File: config.mk
export PLATFORM = sky130hd
export DESIGN_NAME = i2c_bit_level_master_core
export DESIGN_NICKNAME = d
export VERILOG_FILES = /design/src/rtl/core/i2cbm_pkg.sv /design/src/rtl/core/i2c_bit_level_master_core.sv /design/src/rtl/core/i2cbm_seq.sv
export SDC_FILE = /design/constraint.sdc
export NUM_CORES = 1
export LEC_CHECK = 0
export BUFFER_PORTS_ARGS = -buffer_cell sky130_fd_sc_hd__buf_2
export CORE_ASPECT_RATIO = 0.9
export CORE_MARGIN = 2
export CORE_UTILIZATION = 35
export CTS_CLUSTER_SIZE = 28
export DETAILED_ROUTE_END_ITERATION = 8
export PLACE_DENSITY_LB_ADDON = 0.3
export RECOVER_POWER = 25
export SKIP_LAST_GASP = 1
export SYNTH_ARGS = -nofsm -noshare
export SYNTH_HDL_FRONTEND = slang
export SYNTH_SLANG_ARGS = --single-unit
File: constraint.sdc
create_clock -name clk -period 3.5 [get_ports clk]
set_input_delay 0.175 -clock clk [delete_from_list [all_inputs] [get_ports clk]]
set_output_delay 0.175 -clock clk [all_outputs]
set_load 0.05 [all_outputs]
File: src/rtl/core/i2cbm_pkg.sv
package i2cbm_pkg;

    // Field widths of the request and result channels.
    localparam int FUNC_W     = 3;
    localparam int BYTE_W     = 8;
    localparam int TICK_W     = 10;
    localparam int PULSE_W    = 4;
    localparam int BITCNT_W   = 4;
    localparam int PHASE_W    = 4;
    localparam int CFG_IDX_W  = 2;
    localparam int CFG_DATA_W = 10;

    // Command codes carried in func.
    localparam logic [FUNC_W-1:0] CMD_NONE    = 3'd0;
    localparam logic [FUNC_W-1:0] CMD_START   = 3'd1;
    localparam logic [FUNC_W-1:0] CMD_STOP    = 3'd2;
    localparam logic [FUNC_W-1:0] CMD_WRITE   = 3'd3;
    localparam logic [FUNC_W-1:0] CMD_READ    = 3'd4;
    localparam logic [FUNC_W-1:0] CMD_RECOVER = 3'd5;

    // Configuration register indexes.
    localparam logic [CFG_IDX_W-1:0] REG_HALF_PERIOD = 2'd0;
    localparam logic [CFG_IDX_W-1:0] REG_PULSE_LIMIT = 2'd1;

    // Configuration reset values.
    localparam logic [TICK_W-1:0]  HALF_PERIOD_RESET = 10'd5;
    localparam logic [PULSE_W-1:0] PULSE_LIMIT_RESET = 4'd10;

    // Bits in one byte transfer.
    localparam logic [BITCNT_W-1:0] BITS_PER_BYTE = 4'd8;

    // Sequencer phases.
    localparam logic [PHASE_W-1:0] PH_IDLE       = 4'd0;
    localparam logic [PHASE_W-1:0] PH_START_A    = 4'd1;
    localparam logic [PHASE_W-1:0] PH_START_B    = 4'd2;
    localparam logic [PHASE_W-1:0] PH_START_C    = 4'd3;
    localparam logic [PHASE_W-1:0] PH_STOP_A     = 4'd4;
    localparam logic [PHASE_W-1:0] PH_STOP_B     = 4'd5;
    localparam logic [PHASE_W-1:0] PH_STOP_C     = 4'd6;
    localparam logic [PHASE_W-1:0] PH_BIT_LOW    = 4'd7;
    localparam logic [PHASE_W-1:0] PH_BIT_HIGH   = 4'd8;
    localparam logic [PHASE_W-1:0] PH_ACK_LOW    = 4'd9;
    localparam logic [PHASE_W-1:0] PH_ACK_HIGH   = 4'd10;
    localparam logic [PHASE_W-1:0] PH_PULSE_LOW  = 4'd11;
    localparam logic [PHASE_W-1:0] PH_PULSE_HIGH = 4'd12;

    // One input request.
    typedef struct packed {
        logic [FUNC_W-1:0] func;
        logic [BYTE_W-1:0] tx_byte;
        logic              send_ack;
        logic              sda_in;
    } item_t;

    // One result.
    typedef struct packed {
        logic              scl;
        logic              sda_drive;
        logic              sda_level;
        logic              busy;
        logic              done;
        logic [BYTE_W-1:0] rx_byte;
        logic              acked;
        logic              bus_freed;
        logic              rejected;
    } result_t;

    // Bus line levels shown during one step.
    typedef struct packed {
        logic scl;
        logic sda_drive;
        logic sda_level;
    } lines_t;

endpackage

File: src/rtl/core/i2c_bit_level_master_core.sv
// Channel   Direction  Handshake              Payload
// in        request    in_valid / in_ready    func, tx_byte, send_ack, sda_in
// out       result     out_valid / out_ready  scl, sda_drive, sda_level, busy_res,
//                                             done_res, rx_byte, acked, bus_freed,
//                                             rejected
// cfg       write      cfg_valid / cfg_ready  cfg_index, cfg_data
//
// Each request is one bus tick. The block takes one request per clock cycle while
// the result channel is not stalled. An accepted request is held in the input
// register, and one pass through the phase sequencer loads its result into the
// result register.
// The sequencer state advances only when the request in the input register moves
// into the result register, so a stalled result channel holds everything in place.
// Reset (rst_n low, asynchronous) empties both registers, puts the sequencer in
// its idle phase with SCL high and SDA released, and loads the configuration
// reset values. Configuration writes are taken in every cycle.
module i2c_bit_level_master_core
    import i2cbm_pkg::*;
(
    input  logic                  clk,
    input  logic                  rst_n,

    input  logic                  in_valid,
    output logic                  in_ready,
    input  logic [FUNC_W-1:0]     func,
    input  logic [BYTE_W-1:0]     tx_byte,
    input  logic                  send_ack,
    input  logic                  sda_in,

    output logic                  out_valid,
    input  logic                  out_ready,
    output logic                  scl,
    output logic                  sda_drive,
    output logic                  sda_level,
    output logic                  busy_res,
    output logic                  done_res,
    output logic [BYTE_W-1:0]     rx_byte,
    output logic                  acked,
    output logic                  bus_freed,
    output logic                  rejected,

    input  logic                  cfg_valid,
    output logic                  cfg_ready,
    input  logic [CFG_IDX_W-1:0]  cfg_index,
    input  logic [CFG_DATA_W-1:0] cfg_data
);

    logic                in_valid_reg;
    item_t               in_item_reg;
    logic                out_valid_reg;
    result_t             res_reg;
    result_t             step_res;
    logic                step_fire;
    logic                in_fire;
    logic [TICK_W-1:0]   half_period_reg;
    logic [PULSE_W-1:0]  pulse_limit_reg;

    // A request moves on when the result register is empty or being drained.
    assign step_fire = in_valid_reg && (!out_valid_reg || out_ready);
    assign in_ready  = !in_valid_reg || step_fire;
    assign in_fire   = in_valid && in_ready;
    assign cfg_ready = 1'b1;

    // Configuration registers. Writes to indexes past the list are dropped.
    always_ff @(posedge clk or negedge rst_n)
    begin
        if (!rst_n)
        begin
            half_period_reg <= HALF_PERIOD_RESET;
            pulse_limit_reg <= PULSE_LIMIT_RESET;
        end
        else if (cfg_valid)
        begin
            if (cfg_index == REG_HALF_PERIOD)
                half_period_reg <= cfg_data[TICK_W-1:0];
            else if (cfg_index == REG_PULSE_LIMIT)
                pulse_limit_reg <= cfg_data[PULSE_W-1:0];
        end
    end

    // Input register.
    always_ff @(posedge clk or negedge rst_n)
    begin
        if (!rst_n)
            in_valid_reg <= 1'b0;
        else if (in_fire)
            in_valid_reg <= 1'b1;
        else if (step_fire)
            in_valid_reg <= 1'b0;
    end

    always_ff @(posedge clk)
    begin
        if (in_fire)
            in_item_reg <= '{func: func, tx_byte: tx_byte, send_ack: send_ack,
                             sda_in: sda_in};
    end

    // The sequencer computes the whole tick in one pass and keeps the bus state.
    i2cbm_seq u_seq (
        .clk         (clk),
        .rst_n       (rst_n),
        .step_en     (step_fire),
        .item        (in_item_reg),
        .half_period (half_period_reg),
        .pulse_limit (pulse_limit_reg),
        .res         (step_res)
    );

    // Result register.
    always_ff @(posedge clk or negedge rst_n)
    begin
        if (!rst_n)
            out_valid_reg <= 1'b0;
        else if (step_fire)
            out_valid_reg <= 1'b1;
        else if (out_ready)
            out_valid_reg <= 1'b0;
    end

    always_ff @(posedge clk)
    begin
        if (step_fire)
            res_reg <= step_res;
    end

    assign out_valid = out_valid_reg;
    assign scl       = res_reg.scl;
    assign sda_drive = res_reg.sda_drive;
    assign sda_level = res_reg.sda_level;
    assign busy_res  = res_reg.busy;
    assign done_res  = res_reg.done;
    assign rx_byte   = res_reg.rx_byte;
    assign acked     = res_reg.acked;
    assign bus_freed = res_reg.bus_freed;
    assign rejected  = res_reg.rejected;

endmodule

File: src/rtl/core/i2cbm_seq.sv
module i2cbm_seq
    import i2cbm_pkg::*;
(
    input  logic                clk,
    input  logic                rst_n,
    input  logic                step_en,
    input  item_t               item,
    input  logic [TICK_W-1:0]   half_period,
    input  logic [PULSE_W-1:0]  pulse_limit,
    output result_t             res
);

    logic [PHASE_W-1:0]  phase_reg, phase_next;
    logic [FUNC_W-1:0]   cmd_reg, cmd_next;
    logic [BITCNT_W-1:0] bit_reg, bit_next;
    logic [BYTE_W-1:0]   shift_reg, shift_next;
    logic [TICK_W-1:0]   tick_reg, tick_next;
    logic [PULSE_W-1:0]  pulse_reg, pulse_next;
    logic                ack_reg, ack_next;
    lines_t              lines_reg, lines_next;

    logic                enter_en;
    logic [PHASE_W-1:0]  enter_ph;
    logic                finish;
    logic                rej;
    logic [TICK_W-1:0]   hp;
    logic [PULSE_W-1:0]  lim;
    logic [BITCNT_W-1:0] bit_inc;
    logic [PULSE_W-1:0]  pulse_inc;

    // Line levels shown on entry to a step. The bit, acknowledge and pulse SCL-high steps keep SDA as it is.
    function automatic lines_t step_lines(input logic [PHASE_W-1:0] p,
                                          input logic [FUNC_W-1:0]  cmd,
                                          input logic               msb,
                                          input logic               ackf,
                                          input lines_t             cur);
        lines_t l;
        l = '{scl: 1'b1, sda_drive: cur.sda_drive, sda_level: cur.sda_level};
        unique case (p)
            PH_START_A: l = '{scl: 1'b1, sda_drive: 1'b1, sda_level: 1'b1};
            PH_START_B: l = '{scl: 1'b1, sda_drive: 1'b1, sda_level: 1'b0};
            PH_START_C: l = '{scl: 1'b0, sda_drive: 1'b1, sda_level: 1'b0};
            PH_STOP_A:  l = '{scl: 1'b0, sda_drive: 1'b1, sda_level: 1'b0};
            PH_STOP_B:  l = '{scl: 1'b1, sda_drive: 1'b1, sda_level: 1'b0};
            PH_STOP_C:  l = '{scl: 1'b1, sda_drive: 1'b1, sda_level: 1'b1};
            PH_BIT_LOW:
            begin
                if (cmd == CMD_WRITE)
                    l = '{scl: 1'b0, sda_drive: 1'b1, sda_level: msb};
                else
                    l = '{scl: 1'b0, sda_drive: 1'b0, sda_level: 1'b1};
            end
            PH_ACK_LOW:
            begin
                if (cmd == CMD_READ)
                    l = '{scl: 1'b0, sda_drive: 1'b1, sda_level: ~ackf};
                else
                    l = '{scl: 1'b0, sda_drive: 1'b0, sda_level: 1'b1};
            end
            PH_PULSE_LOW: l = '{scl: 1'b0, sda_drive: 1'b0, sda_level: 1'b1};
            default:      l = '{scl: 1'b1, sda_drive: cur.sda_drive,
                                sda_level: cur.sda_level};
        endcase
        return l;
    endfunction

    assign hp        = (half_period == '0) ? TICK_W'(1) : half_period;
    assign lim       = (pulse_limit == '0) ? PULSE_W'(1) : pulse_limit;
    assign bit_inc   = bit_reg + BITCNT_W'(1);
    assign pulse_inc = pulse_reg + PULSE_W'(1);

    always_comb
    begin
        phase_next = phase_reg;
        cmd_next   = cmd_reg;
        bit_next   = bit_reg;
        shift_next = shift_reg;
        tick_next  = tick_reg;
        pulse_next = pulse_reg;
        ack_next   = ack_reg;
        lines_next = lines_reg;
        enter_en   = 1'b0;
        enter_ph   = PH_IDLE;
        finish     = 1'b0;
        rej        = 1'b0;

        if (phase_reg == PH_IDLE)
        begin
            if (item.func >= CMD_START && item.func <= CMD_RECOVER)
            begin
                cmd_next   = item.func;
                bit_next   = '0;
                pulse_next = '0;
                enter_en   = 1'b1;
                unique case (item.func) inside
                    CMD_START, CMD_RECOVER:
                    begin
                        ack_next = 1'b0;
                        enter_ph = PH_START_A;
                    end
                    CMD_STOP:
                        enter_ph = PH_STOP_A;
                    CMD_WRITE:
                    begin
                        shift_next = item.tx_byte;
                        enter_ph   = PH_BIT_LOW;
                    end
                    default:
                    begin
                        shift_next = '0;
                        ack_next   = item.send_ack;
                        enter_ph   = PH_BIT_LOW;
                    end
                endcase
            end
        end
        else
        begin
            rej = (item.func != CMD_NONE);
            if (tick_reg < hp)
            begin
                tick_next = tick_reg + TICK_W'(1);
            end
            else
            begin
                unique case (phase_reg)
                    PH_START_A:
                    begin
                        enter_en = 1'b1;
                        enter_ph = PH_START_B;
                    end
                    PH_START_B:
                    begin
                        enter_en = 1'b1;
                        enter_ph = PH_START_C;
                    end
                    PH_START_C:
                    begin
                        if (cmd_reg == CMD_RECOVER)
                        begin
                            enter_en = 1'b1;
                            enter_ph = PH_STOP_A;
                        end
                        else
                            finish = 1'b1;
                    end
                    PH_STOP_A:
                    begin
                        enter_en = 1'b1;
                        enter_ph = PH_STOP_B;
                    end
                    PH_STOP_B:
                    begin
                        enter_en = 1'b1;
                        enter_ph = PH_STOP_C;
                    end
                    PH_STOP_C:
                    begin
                        if (cmd_reg == CMD_RECOVER && bit_reg == '0)
                        begin
                            pulse_next = '0;
                            enter_en   = 1'b1;
                            enter_ph   = PH_PULSE_LOW;
                        end
                        else
                            finish = 1'b1;
                    end
                    PH_BIT_LOW:
                    begin
                        enter_en = 1'b1;
                        enter_ph = PH_BIT_HIGH;
                    end
                    PH_BIT_HIGH:
                    begin
                        shift_next = {shift_reg[BYTE_W-2:0],
                                      (cmd_reg == CMD_READ) & item.sda_in};
                        bit_next   = bit_inc;
                        enter_en   = 1'b1;
                        enter_ph   = (bit_inc >= BITS_PER_BYTE) ? PH_ACK_LOW : PH_BIT_LOW;
                    end
                    PH_ACK_LOW:
                    begin
                        enter_en = 1'b1;
                        enter_ph = PH_ACK_HIGH;
                    end
                    PH_ACK_HIGH:
                    begin
                        if (cmd_reg == CMD_WRITE)
                            ack_next = ~item.sda_in;
                        finish = 1'b1;
                    end
                    PH_PULSE_LOW:
                    begin
                        enter_en = 1'b1;
                        enter_ph = PH_PULSE_HIGH;
                    end
                    PH_PULSE_HIGH:
                    begin
                        enter_en = 1'b1;
                        if (item.sda_in)
                        begin
                            ack_next = 1'b1;
                            bit_next = BITCNT_W'(1);
                            enter_ph = PH_STOP_A;
                        end
                        else
                        begin
                            pulse_next = pulse_inc;
                            if (pulse_inc >= lim)
                            begin
                                ack_next = 1'b0;
                                bit_next = BITCNT_W'(1);
                                enter_ph = PH_STOP_A;
                            end
                            else
                                enter_ph = PH_PULSE_LOW;
                        end
                    end
                    default:
                        finish = 1'b1;
                endcase
            end
        end

        if (enter_en)
        begin
            phase_next = enter_ph;
            tick_next  = TICK_W'(1);
            lines_next = step_lines(enter_ph, cmd_next, shift_next[BYTE_W-1], ack_next,
                                    lines_reg);
        end

        if (finish)
        begin
            phase_next = PH_IDLE;
            tick_next  = '0;
            if (cmd_reg == CMD_WRITE || cmd_reg == CMD_READ)
                lines_next = '{scl: 1'b0, sda_drive: 1'b0, sda_level: 1'b1};
        end
    end

    always_comb
    begin
        res.scl       = lines_next.scl;
        res.sda_drive = lines_next.sda_drive;
        res.sda_level = lines_next.sda_level;
        res.busy      = (phase_next != PH_IDLE);
        res.done      = finish;
        res.rx_byte   = (finish && cmd_reg == CMD_READ) ? shift_next : '0;
        res.acked     = finish && (cmd_reg == CMD_WRITE) && ack_next;
        res.bus_freed = finish && (cmd_reg == CMD_RECOVER) && ack_next;
        res.rejected  = rej;
    end

    always_ff @(posedge clk or negedge rst_n)
    begin
        if (!rst_n)
        begin
            phase_reg <= PH_IDLE;
            cmd_reg   <= CMD_NONE;
            bit_reg   <= '0;
            shift_reg <= '0;
            tick_reg  <= '0;
            pulse_reg <= '0;
            ack_reg   <= 1'b0;
            lines_reg <= '{scl: 1'b1, sda_drive: 1'b0, sda_level: 1'b1};
        end
        else if (step_en)
        begin
            phase_reg <= phase_next;
            cmd_reg   <= cmd_next;
            bit_reg   <= bit_next;
            shift_reg <= shift_next;
            tick_reg  <= tick_next;
            pulse_reg <= pulse_next;
            ack_reg   <= ack_next;
            lines_reg <= lines_next;
        end
    end

endmodule

# Word level (Yosys, flattened, before mapping)
# Cells that the tools add are included.
dict set report word_totals {
  out_inout_bits 19
  reg_bits 82
  in_bits 30
  elab_cells 179
}
dict set report classes {
  muxes 65
  bitwise_logic 4
  n_eq_ne 37
  add_sub_neg 3
  magnitude_cmp 5
  reduce_logical 38
}
# op count
set ops {}
lappend ops {{$mux 4} 19}
lappend ops {{$mux 10} 5}
lappend ops {{$pmux 4 s11} 1}
lappend ops {{$eq 4x3->1 const B} 8}
lappend ops {{$mux 8} 4}
lappend ops {{$eq 4x4->1 const B} 7}
lappend ops {{$mux 1} 19}
lappend ops {{$mux 3} 6}
lappend ops {{$pmux 3 s6} 1}
lappend ops {{$eq 4x2->1 const B} 4}
lappend ops {{$pmux 4 s2} 2}
lappend ops {{$pmux 8 s2} 1}
lappend ops {{$eq 3x2->1 const B} 4}
lappend ops {{$eq 3x3->1 const B} 4}
lappend ops {{$logic_not 4->1} 3}
lappend ops {{$reduce_bool 3->1} 4}
lappend ops {{$add 10x1->10 const B} 1}
lappend ops {{$logic_not 10->1} 1}
lappend ops {{$lt 10x10->1} 1}
lappend ops {{$reduce_or 2->1} 5}
lappend ops {{$logic_and 1x1->1} 9}
lappend ops {{$reduce_or 9->1} 1}
lappend ops {{$add 4x1->4 const B} 2}
lappend ops {{$eq 4x1->1 const B} 2}
lappend ops {{other kinds (27)} 38}

# Depth between registers and ports, before layout
dict set report depth {
  depth_word 14
  mapped_depth 12
  depth_no_buf 11
}

# By module
# A second synthesis with hierarchy kept.
dict set report unflattened {
  hier_cells 495
  hier_area_um2 4714.5
}
# module n_inst cells_each area_per_inst_um2 seq_area_each_um2
set by_module_without_submodules {}
lappend by_module_without_submodules {i2cbm_seq 1 425 3199.3 928.4}
lappend by_module_without_submodules {i2c_bit_level_master_core 1 70 1515.2 1276.2}

# Worst setup path before layout
# Ideal clock, no wire load.
dict set report synth_timing {
  path_type {register to register}
  start {register u_seq.pulse_reg[0]}
  end {register res_reg (netlist bit sda_drive) (data pin)}
  stages_incl_launch_ff 12
  period_less_slack_ns 2.935
  arrival_time_ns 2.669
  required_time_ns 3.233
  path_buffers 0
  path_slack_ns 0.565
  setup_ns 0.267
  cell_sequence {dfrtp_1 -> ha_1 -> xor2_1 -> ha_1 -> or4_1 -> a21o_1 -> a21o_1 -> o311ai_1 -> nand2_2 -> a2111o_1 -> a21oi_2 -> nor3_1}
}
# item line_no
set synth_lines {}
lappend synth_lines {{from (decl)} i2cbm_seq.sv:18} ;# logic [PULSE_W-1:0] pulse_reg, pulse_next;
lappend synth_lines {{from (signal assigned)} i2cbm_seq.sv:275} ;# pulse_reg <= pulse_next;
lappend synth_lines {{to (signal assigned)} i2c_bit_level_master_core.sv:124} ;# res_reg <= step_res;
lappend synth_lines {{to (decl)} i2c_bit_level_master_core.sv:51} ;# result_t res_reg;

==> flow_metrics.tcl <==
set metrics [dict create \
    die_w_um 127.2 \
    hold_viol 0 \
    vias 3979 \
    ys_seq_area_frac 0.4609 \
    post_cts_resize_count 0 \
    clockRootBuffer "clkbuf_16" \
    power.total_mw 3.975 \
    yosysTopAreaCell "dfrtp_1" \
    boundaryPins 49 \
    synth_most_common_cell "o21ai_0" \
    numCtsBuffers 9 \
    finalSetupViolCount 0 \
    finalSetupTns_ns 0 \
    end_kind "flop" \
    initial_core_util 0.3580 \
    cts_max_level 3 \
    status "finished, violations left" \
    slew_headroom -0.2012 \
    cp.required_ns 3.58 \
    clock_path_buffers 2 \
    rsz0062_at_grt "no" \
    grt_pass1_wl_mm 19.72 \
    slew_violations 33 \
    critPathMaxStageDelay_ns 0.52 \
    worstPathArrival_ns 3.24 \
    startpoint_type "flop" \
    syn-cell-area_mm2 0.004783 \
    fin_crit_sh 0.9043 \
    synthTopCellsByCount "63 x o21ai_0, 52 x nand2_1, 47 x dfrtp_1" \
    nets 611 \
    drcViolationCount 0 \
    fp-row-count 40 \
    portBuffers 47 \
    viasPerCell 5.399 \
    crit_family "compound AO/OA/AOI/OAI gates" \
    worst_pin_slew_ns 1.802 \
    synth_edf_count 29 \
    path_buf_inv 0 \
    period_minus_slack_ns 3.165 \
    fp.dieArea_mm2 0.01462 \
    path_max_fanout 6 \
    synth_area_leaders "dfrtp_1 25%, edfxtp_1 18%, o21ai_0 6.6%" \
    final_core_utilization 0.4212 \
    power.density_mw_per_mm2 706.3 \
    maxCapViolations 1 \
    largest_reg_flops 13 \
    critPathSlowestCell "or4_1" \
    grt_max_degree 33 \
    power.leakage_nw 2.331 \
    async_flop_share 0.6463 \
    area_growth_pct 17.66 \
    wirelength_mm 11.61 \
    synthCells 506 \
    whs_ns 0.01774 \
    worst-r2r-setup-slack_ns 0.34 \
    tritoncts "yes" \
    antenna_found_initial 0 \
    violations "capacitance limit, slew limit" \
    synthesis.nets 553 \
    core_mm2 0.01336 \
    diodes 0 \
    postRouteAntennaNets 0 \
    crit_type "flop to flop" \
    ys.flop_type "dfrtp_1" \
    crit_chain "ha_1, xor2_1, ha_1, or4_1, a21o_1, a21o_1, o311ai_1, nand2_2, a2111o_1, a21oi_2, nor3_1" \
    post-dp-hpwl_mm 8.342 \
    drt_pass1_iterations 4 \
    syn_avg_cell_area_um2 9.453 \
    cts_sinks 82 \
    die_h_um 114.9 \
    synth.distinct_cells 76 \
    clkTransAtPathRegs_ns 0.06 \
    cts_setup_buffers 0 \
    grt_overflow 0 \
    skew_ns 0.005144 \
    hp-class "input pin to flop" \
    drtIter0Drc 234 \
    track_usage 0.1683 \
    max_freq_ghz 0.3160 \
    synth_top_area_share 0.2459 \
    grt_pass1_vias 4030 \
    ys_seq_elements 82 \
    insertion_delay_ns 0.34 \
    layout-drive-gt1-share 0.1898 \
    synth_warnings 0 \
    peakVddDrop_v 0.0002987 \
    place_congestion 0.9189 \
    wl_per_cell_um 15.76 \
]
==> cells in the final DEF, fill, tap and decap left out, types with 4 or more instances in the layout <==
| cell type | count |
|---|---|
| nand3b_1 | 6 |
| clkbuf_16 | 10 |
| a31oi_1 | 8 |
| o21ai_0 | 63 |
| nand2_1 | 52 |
| a21o_1 | 7 |
| o22ai_1 | 9 |
| nor2_1 | 37 |
| ha_1 | 17 |
| nand2b_1 | 10 |
| mux2i_1 | 7 |
| dfrtp_1 | 47 |
| buf_4 | 14 |
| nor3_1 | 12 |
| and3_1 | 6 |
| a21oi_1 | 35 |
| buf_2 | 45 |
| nand3_1 | 15 |
| and2_1 | 4 |
| edfxtp_1 | 29 |
| dfstp_2 | 6 |
| o21ai_1 | 4 |
| dlygate4sd3_1 | 11 |
| clkbuf_1 | 4 |
| nand4_1 | 7 |
| mux2_2 | 6 |
| o31ai_1 | 5 |
| inv_1 | 25 |
==> report_power, final <==
| group | total (mW) | switching, mW | internal (mW) |
|---|---|---|---|
| Sequential | 1.49 | 0.254 | 1.24 |
| Combinational | 1.44 | 0.890 | 0.546 |
| Clock | 1.04 | 0.376 | 0.669 |
| Total | 3.98 | 1.52 | 2.45 |
==> per-stage QoR <==
stage / setup slack [ns] / instances / area [um^2]
floorplan: 0.5648 / 506 / 4783
global placement: 0.4427 / 710 / 5189
detailed placement: 0.3510 / 710 / 5189
CTS: 0.3383 / 737 / 5630
global route: 0.06990 / 737 / 5628
finish: 0.3350 / 737 / 5628
==> per-layer routing <==
| layer | vias up | wire (um) | track usage |
|---|---|---|---|
| met1 | 1890 | 5384 | 0.2129 |
| met4 | 0 | 230 | 0.06227 |
| li1 | 1965 | - | - |
| met5 | - | 0 | 0 |
| met2 | 103 | 5540 | 0.2842 |
| met3 | 21 | 456 | 0.03862 |
==> logic make-up after synthesis <==
kind of cell / count (synthesis) / synth area share
AOI/OAI and AO/OA: 161 / 0.2100
DFF: 82 / 0.4609
and+or+nand+nor: 178 / 0.1962
xor gates and xnor gates: 3 / 0.005494
other: 1 / 0.0007840
muxes: 14 / 0.03113
buffers and inverters: 50 / 0.05101
adders and majority gates: 17 / 0.04447
==> timing repair <==
| action | in CTS | in global routing |
|---|---|---|
| hold buffers | 11 | 0 |
| endpoints found under the setup margin | 0 | 0 |
| endpoints found under the hold margin | 37 | 0 |
==> final cells by class <==
cell class	instances	area [um^2]
fillers	1290	7735
repair buffers	72	447.9
well taps	168	210.2
clock buffers	12	257.7
flip-flops and latches	82	2205
multi-input cells	374	2340
clock inverters	4	73.82
inverters	25	93.84
==> path summary, 6_finish.rpt <==
| kind | from | endpoint | depth (start not counted) |
|---|---|---|---|
| max | u_seq.pulse_reg[0] | sda_drive | 11 |
| min | func[0] | in_item_reg[10] | 1 |
| max reg2reg | u_seq.pulse_reg[0] | sda_drive | 11 |
| min reg2reg | u_seq.lines_reg[2] | u_seq.lines_reg[2] | 2 |
| max in group asynchronous | rst_n | u_seq.lines_reg[2] | 3 |
| min in group asynchronous | rst_n | u_seq.bit_reg[0] | 2 |
(Power assumes the default switching activity.)
